--- src/rtl/mau_pkg.sv ---
// Shared types, constants and helper functions for the Metropolis acceptance unit.
// No dependencies; every other file in rtl/ imports this package.
package mau_pkg;

  localparam int COUNT_WIDTH_DEF    = 48;
  localparam int PATH_FRAC_BITS_DEF = 24;

  localparam logic [23:0] LN2_Q24    = 24'd11629080;
  localparam logic [24:0] LN2_RECIP  = 25'((64'd1 << 48) / 64'(LN2_Q24));
  localparam logic [7:0]  EXP_CUTOFF = 8'd22;
  localparam logic [31:0] ONE_Q30    = 32'h4000_0000;
  localparam logic [3:0]  HORNER_TERMS = 4'd12;

  localparam logic [6:0] DIV_STEPS_GROUPS = 7'd64;
  localparam logic [6:0] DIV_STEPS_EXPON  = 7'd30;
  localparam logic [6:0] DIV_STEPS_RECIP  = 7'd33;

  localparam int          PADDR_W = 6;
  localparam int          PDATA_W = 64;
  localparam logic [15:0] NODE_COUNT_RST = 16'd256;
  localparam logic [2:0]  SYM_GROUPS_RST = 3'd1;
  localparam logic [31:0] FIXED_TEMP_RST = 32'd65536;

  typedef enum logic [2:0] {
    REG_NODE_COUNT,
    REG_SYM_GROUPS,
    REG_HILL_CLIMB,
    REG_DETECT_TEMP,
    REG_USE_FIXED,
    REG_FIXED_TEMP,
    REG_SKIP_THRESH
  } reg_idx_e;

  typedef enum logic [1:0] {
    DIV_GROUPS,
    DIV_EXPON,
    DIV_RECIP
  } div_sel_e;

  typedef struct packed {
    logic [31:0] new_path_length;
    logic [31:0] cur_path_length;
    logic [9:0]  new_diameter;
    logic [9:0]  cur_diameter;
    logic [31:0] temperature;
    logic [47:0] iteration;
    logic [30:0] random_word;
    logic        clear_window;
  } mau_in_t;

  typedef struct packed {
    logic               accepted;
    logic [47:0]        accept_total;
    logic [47:0]        reject_total;
    logic [47:0]        late_accept_total;
    logic signed [63:0] max_energy_rise;
  } mau_out_t;

  typedef struct packed {
    logic [15:0] node_count;
    logic [2:0]  symmetry_groups;
    logic        hill_climb_mode;
    logic        detect_temp_mode;
    logic        use_fixed_temp;
    logic [31:0] fixed_temperature;
    logic [47:0] skip_threshold;
  } mau_cfg_t;

  typedef struct packed {
    logic     load;
    logic     mul_m;
    logic     mul_d;
    logic     div_start;
    div_sel_e div_sel;
    logic     gain;
    logic     red_mul;
    logic     red_fix;
    logic     hor_mul;
    logic     hor_rcp;
    logic     hor_fix;
    logic [3:0] hor_n;
    logic     commit;
    logic     accept;
  } mau_cmd_t;

  typedef struct packed {
    logic div_busy;
    logic detect;
    logic hill;
    logic diam_lt;
    logic diam_gt;
    logic nonneg;
    logic over_cut;
    logic exp_pass;
    logic out_free;
  } mau_sts_t;

  // floor(2^32 / n), all ones for n = 1; estimate is low by at most one
  function automatic logic [31:0] horner_recip(input logic [3:0] n);
    logic [31:0] r;
    case (n)
      4'd1:    r = 32'hFFFF_FFFF;
      4'd2:    r = 32'h8000_0000;
      4'd3:    r = 32'h5555_5555;
      4'd4:    r = 32'h4000_0000;
      4'd5:    r = 32'h3333_3333;
      4'd6:    r = 32'h2AAA_AAAA;
      4'd7:    r = 32'h2492_4924;
      4'd8:    r = 32'h2000_0000;
      4'd9:    r = 32'h1C71_C71C;
      4'd10:   r = 32'h1999_9999;
      4'd11:   r = 32'h1745_D174;
      4'd12:   r = 32'h1555_5555;
      default: r = 32'hFFFF_FFFF;
    endcase
    return r;
  endfunction

endpackage

--- src/rtl/mau_ctrl.sv ---
// Controller: sequences one proposal through the datapath and picks the decision.
// Depends on mau_pkg for the command and status structs.
module mau_ctrl import mau_pkg::*; (
  input  logic     clk_i,
  input  logic     rst_ni,
  input  logic     in_valid_i,
  output logic     in_ready_o,
  input  mau_sts_t sts_i,
  output mau_cmd_t cmd_o
);

  typedef enum logic [4:0] {
    S_IDLE, S_MUL_M, S_MUL_D, S_DIVG_GO, S_DIVG, S_GAIN, S_DECIDE,
    S_DIVX_GO, S_DIVX, S_RED_MUL, S_RED_FIX, S_HOR_MUL, S_HOR_RCP, S_HOR_FIX,
    S_DIVE_GO, S_DIVE, S_EXP_DEC, S_COMMIT
  } state_e;

  state_e     state_q, state_d;
  logic [3:0] n_q, n_d;
  logic       acc_q, acc_d;

  always_comb begin
    logic go_exp;
    go_exp  = 1'b0;
    state_d = state_q;
    n_d     = n_q;
    acc_d   = acc_q;
    unique case (state_q)
      S_IDLE:    if (in_valid_i) state_d = S_MUL_M;
      S_MUL_M:   state_d = S_MUL_D;
      S_MUL_D:   state_d = S_DIVG_GO;
      S_DIVG_GO: state_d = S_DIVG;
      S_DIVG:    if (!sts_i.div_busy) state_d = S_GAIN;
      S_GAIN:    state_d = S_DECIDE;
      S_DECIDE: begin
        state_d = S_COMMIT;
        if (sts_i.detect) begin
          if (sts_i.nonneg) acc_d = 1'b1;
          else go_exp = 1'b1;
        end else if (sts_i.diam_lt) begin
          acc_d = 1'b1;
        end else if (sts_i.diam_gt) begin
          acc_d = 1'b0;
        end else if (sts_i.nonneg) begin
          acc_d = 1'b1;
        end else if (sts_i.hill) begin
          acc_d = 1'b0;
        end else begin
          go_exp = 1'b1;
        end
        if (go_exp) begin
          acc_d = 1'b0;
          if (!sts_i.over_cut) state_d = S_DIVX_GO;
        end
      end
      S_DIVX_GO: state_d = S_DIVX;
      S_DIVX:    if (!sts_i.div_busy) state_d = S_RED_MUL;
      S_RED_MUL: state_d = S_RED_FIX;
      S_RED_FIX: begin
        n_d     = HORNER_TERMS;
        state_d = S_HOR_MUL;
      end
      S_HOR_MUL: state_d = S_HOR_RCP;
      S_HOR_RCP: state_d = S_HOR_FIX;
      S_HOR_FIX: begin
        n_d     = n_q - 4'd1;
        state_d = (n_q == 4'd1) ? S_DIVE_GO : S_HOR_MUL;
      end
      S_DIVE_GO: state_d = S_DIVE;
      S_DIVE:    if (!sts_i.div_busy) state_d = S_EXP_DEC;
      S_EXP_DEC: begin
        acc_d   = sts_i.exp_pass;
        state_d = S_COMMIT;
      end
      S_COMMIT:  if (sts_i.out_free) state_d = S_IDLE;
      default:   state_d = S_IDLE;
    endcase
  end

  always_ff @(posedge clk_i or negedge rst_ni) begin
    if (!rst_ni) begin
      state_q <= S_IDLE;
      n_q     <= '0;
      acc_q   <= 1'b0;
    end else begin
      state_q <= state_d;
      n_q     <= n_d;
      acc_q   <= acc_d;
    end
  end

  always_comb begin
    cmd_o           = '0;
    cmd_o.load      = (state_q == S_IDLE) && in_valid_i;
    cmd_o.mul_m     = state_q == S_MUL_M;
    cmd_o.mul_d     = state_q == S_MUL_D;
    cmd_o.div_start = (state_q == S_DIVG_GO) || (state_q == S_DIVX_GO) ||
                      (state_q == S_DIVE_GO);
    cmd_o.div_sel   = (state_q == S_DIVX_GO) ? DIV_EXPON :
                      (state_q == S_DIVE_GO) ? DIV_RECIP : DIV_GROUPS;
    cmd_o.gain      = state_q == S_GAIN;
    cmd_o.red_mul   = state_q == S_RED_MUL;
    cmd_o.red_fix   = state_q == S_RED_FIX;
    cmd_o.hor_mul   = state_q == S_HOR_MUL;
    cmd_o.hor_rcp   = state_q == S_HOR_RCP;
    cmd_o.hor_fix   = state_q == S_HOR_FIX;
    cmd_o.hor_n     = n_q;
    cmd_o.commit    = (state_q == S_COMMIT) && sts_i.out_free;
    cmd_o.accept    = acc_q;
  end

  assign in_ready_o = state_q == S_IDLE;

endmodule

--- config.mk ---
export PLATFORM = sky130hd
export DESIGN_NAME = mau_ctrl
export DESIGN_NICKNAME = d
export VERILOG_FILES = /design/src/rtl/mau_pkg.sv /design/src/rtl/mau_ctrl.sv
export SDC_FILE = /design/constraint.sdc
export NUM_CORES = 1
export LEC_CHECK = 0
export CORE_ASPECT_RATIO = 1.2
export CORE_MARGIN = 2
export CORE_UTILIZATION = 50
export CTS_CLUSTER_DIAMETER = 100
export DETAILED_ROUTE_END_ITERATION = 12
export DONT_BUFFER_PORTS = 1
export GPL_TIMING_DRIVEN = 0
export SLEW_MARGIN = 20
export SYNTH_ARGS = -nofsm -noshare
export SYNTH_HDL_FRONTEND = slang
export SYNTH_SLANG_ARGS = --single-unit
export TNS_END_PERCENT = 50
--- constraint.sdc ---
create_clock -name clk_i -period 2.81 [get_ports clk_i]
set_input_delay 0.281 -clock clk_i [delete_from_list [all_inputs] [get_ports clk_i]]
set_output_delay 0.281 -clock clk_i [all_outputs]
set_load 0.02 [all_outputs]
==> impl_metrics.toml <==
[synthesis]
synth-compound-area-share_pct = 21.0
synth_commonest_cells = "12 x nor3_1, 10 x dfrtp_1, 8 x nor2_1, 7 x inv_1, 7 x o21ai_0"
seq_area_frac_synth_pct = 31.4
avgSynthCellArea_um2 = 7.89
synth_xor_area_share_pct = 2.20
synth_edf_count = 0
async_reset_ff_share_pct = 100
synth_most_common_cell = "nor3_1"
synthAdderAreaFrac_pct = 3.14
synth_top_area_cell = "dfrtp_1"
yosys.area_share.simple_pct = 31.4
syn-cell-area_um2 = 797
synth.distinct_cells = 38
ys_seq_elements = 10
synth_area_leaders = "dfrtp_1 31%, nor3_1 7.5%, o21ai_0 4.4%"
ys.flop_type = "dfrtp_1"
synth_top_cell_area_share_pct = 31.4
synth_mux_area_share_pct = 3.14
synth_top_family_by_area = "simple AND/OR/NAND/NOR gates"
synthCells = 101
yosys_warnings = 0
syn_nets = 115

[placed_design]
pre_cts_slack_ps = 920
place_inst = 118
dp_hpwl_mm = 1.50
gp_congestion = 0.836
portBuffers = 0
place_area_um2 = 818

[clock_network]
cts.sinks = 10
htreeDepth = 1
worstSkewPairLatency_ps = 270
ctsResizeCount = 0
clkTransAtPathRegs_ps = 70
clockBufferDepth = 2
cts_root_buf = "clkbuf_4"
cts_made_buffers = 3
cts_tree = "done"

[timing]
fin_ws_ps = 615
slew_violations = 0
period_share_pct = 78.1
max_slew_margin_pct = 37.7
hold_viol = 0
rsz0062_at_grt = "false"
tightest_slew_ps = 927
clock_skew_ps = 4.06
setup_viol = 0
period_needed_ps = 2190
setup_tns_ps = 0
fmax_mhz = 456

[final_layout]
final-seq-area_um2 = 250
antenna_cells = 0
drive_gt1_share_pct = 11.4
fillCellCount = 154
area_growth_pct = 6.75
fin_area_um2 = 851
final_cell_count_no_fill = 122
nets = 121
multi_input_area_um2 = 485

[die]
die_width_um = 40.4
die-area_mm2 = 0.00193
rows = 15
dieHeight_um = 47.7
ios = 31
fp.coreArea_mm2 = 0.00146
initial_core_util_pct = 54.4

[worst_setup_path]
worstPathCellList = "or4_4, nor2_1, and2_1"
rr_endpoint = "n_q[2]"
ff2ff_path_depth = 5
slowest_stage = "or4_4"
arrival_ps = 1910
crit_family = "simple AND/OR/NAND/NOR gates"
critPathBufInv = 0
required_ps = 2530
path_class = "reg -> out"
cpPeakStageDelay_ps = 520
crit_path_end_kind = "output port"
cp-start-kind = "flip-flop"
crit_fanout = 7
timing.rr.start = "state_q[0]"
r2r_slack_ps = 880

[power]
switching_share_pct = 53.2
totalPowerFinal_mw = 1.07
combPwrFrac_pct = 62.8
powerDensity_mw_per_mm2 = 1260
p_clk_share_pct = 9.6
seqPwrFrac_pct = 27.6
ir_drop_mv = 0.754
p_sw_mw = 0.569
intPower_mw = 0.499
leakage_nw = 0.364

[drt]
ant_nets = 0
first_pass_iters = 4
drc_errors = 0
initialDrtViolationCount = 26
vias = 809
finalWirelength_mm = 2.10
avgRoutedWirePerCell_um = 17.2
drt-vias-per-instance = 6.63

[worst_hold_path]
min-delay-start = "sts_i[0]"
worst_hold_path_type = "in -> reg"
hold-path-endpoint = "state_q[4]"
hold_depth = 1

[outcome]
status = "completed"

[grt]
grt_pass1_wl_mm = 3.15
grt_pass1_vias = 740
grt_max_degree = 11
grt_overflow_total = 0
grt_usage_pct = 24.7
antenna_found_initial = 0

[flow_run]
max_cap_violations = 0
## worst max path at each step
stage                from         to  slack [ps]  cells after the start
2_1_floorplan  state_q[2]  cmd_o[17]         990                      4
3_3_place_gp   state_q[3]  cmd_o[17]         910                      3
3_5_place_dp   state_q[3]  cmd_o[17]         920                      3
4_1_cts        state_q[3]  cmd_o[17]         610                      3
5_1_grt        state_q[4]   cmd_o[7]         530                      4
6_report       state_q[3]  cmd_o[17]         620                      3
## logic make-up (layout without fill, tap and decap cells)
logic type      count (synthesis)  count (layout)
compound gates                 26              26
xor+xnor                        2               2
fa+ha+maj                       2               2
buf+inv                        14              18
flops                          10              10
mux                             2               2
simple gates                   45              45
## power groups by stage
stage          Clock, mW  Sequential, mW  Combinational, mW
2_1_floorplan          0           0.281              0.551
3_3_place_gp           0           0.295              0.649
3_5_place_dp           0           0.297              0.654
4_1_cts            0.102           0.296              0.666
5_1_grt            0.109           0.310              0.740
6_report           0.103           0.295              0.670
## worst reg2reg max path, cell delays in order (launching register included)
cell and delay (ps):
dfrtp_1 380, nand2b_1 210, nor3_1 660, o21bai_1 290
o21ai_0 130, o21ai_0 170
## layout by cell type, fill, tap and decap left out, types with 3 or more instances in the layout
master	synthesis	routed
nor3_1	12	12
nand2b_1	4	4
o22ai_1	3	3
dfrtp_1	10	10
buf_2	4	4
inv_1	7	7
or3_1	3	3
nor2_1	8	8
nand2_1	5	5
a21oi_1	4	4
clkbuf_4	0	3
o21ai_0	7	7
## sequential cells by signal (all words and copies together), names as in the netlist
| signal | flops |
|---|---|
| acc_q | 1 |
| n_q | 4 |
| state_q | 5 |
## per-layer routing
layer / wire length [um] / global-route usage, % / vias up
li1: - / - / 372
met1: 777 / 26.3 / 382
met2: 1050 / 42.9 / 48
met3: 223 / 6.05 / 7
met4: 46 / 14.7 / 0
met5: 0 / 0 / -
## timing repair
item / 4_1_cts / 5_1_grt
buffers inserted: 0 / 0
hold buffers: 1 / 0
endpoints found under the hold margin: 10 / 0
## area by class of cell
type                            instances  share of cell area (%)
Buffer                                  7                    4.12
Clock buffer                            3                    2.65
Inverter                                7                    3.09
Multi-Input combinational cell         77                    57.1
Sequential cell                        10                    29.4
Tap cell                               17                    2.50
Timing Repair Buffer                    1                    1.18
## per-stage QoR
step           util, %  hold slack, ps
2_1_floorplan        -           -14.6
3_3_place_gp      55.9           -14.4
3_5_place_dp      55.9           -14.4
4_1_cts           58.1             113
5_1_grt           58.1             114
6_report          58.1             110
Note: power is estimated with default switching activity, not from simulation.
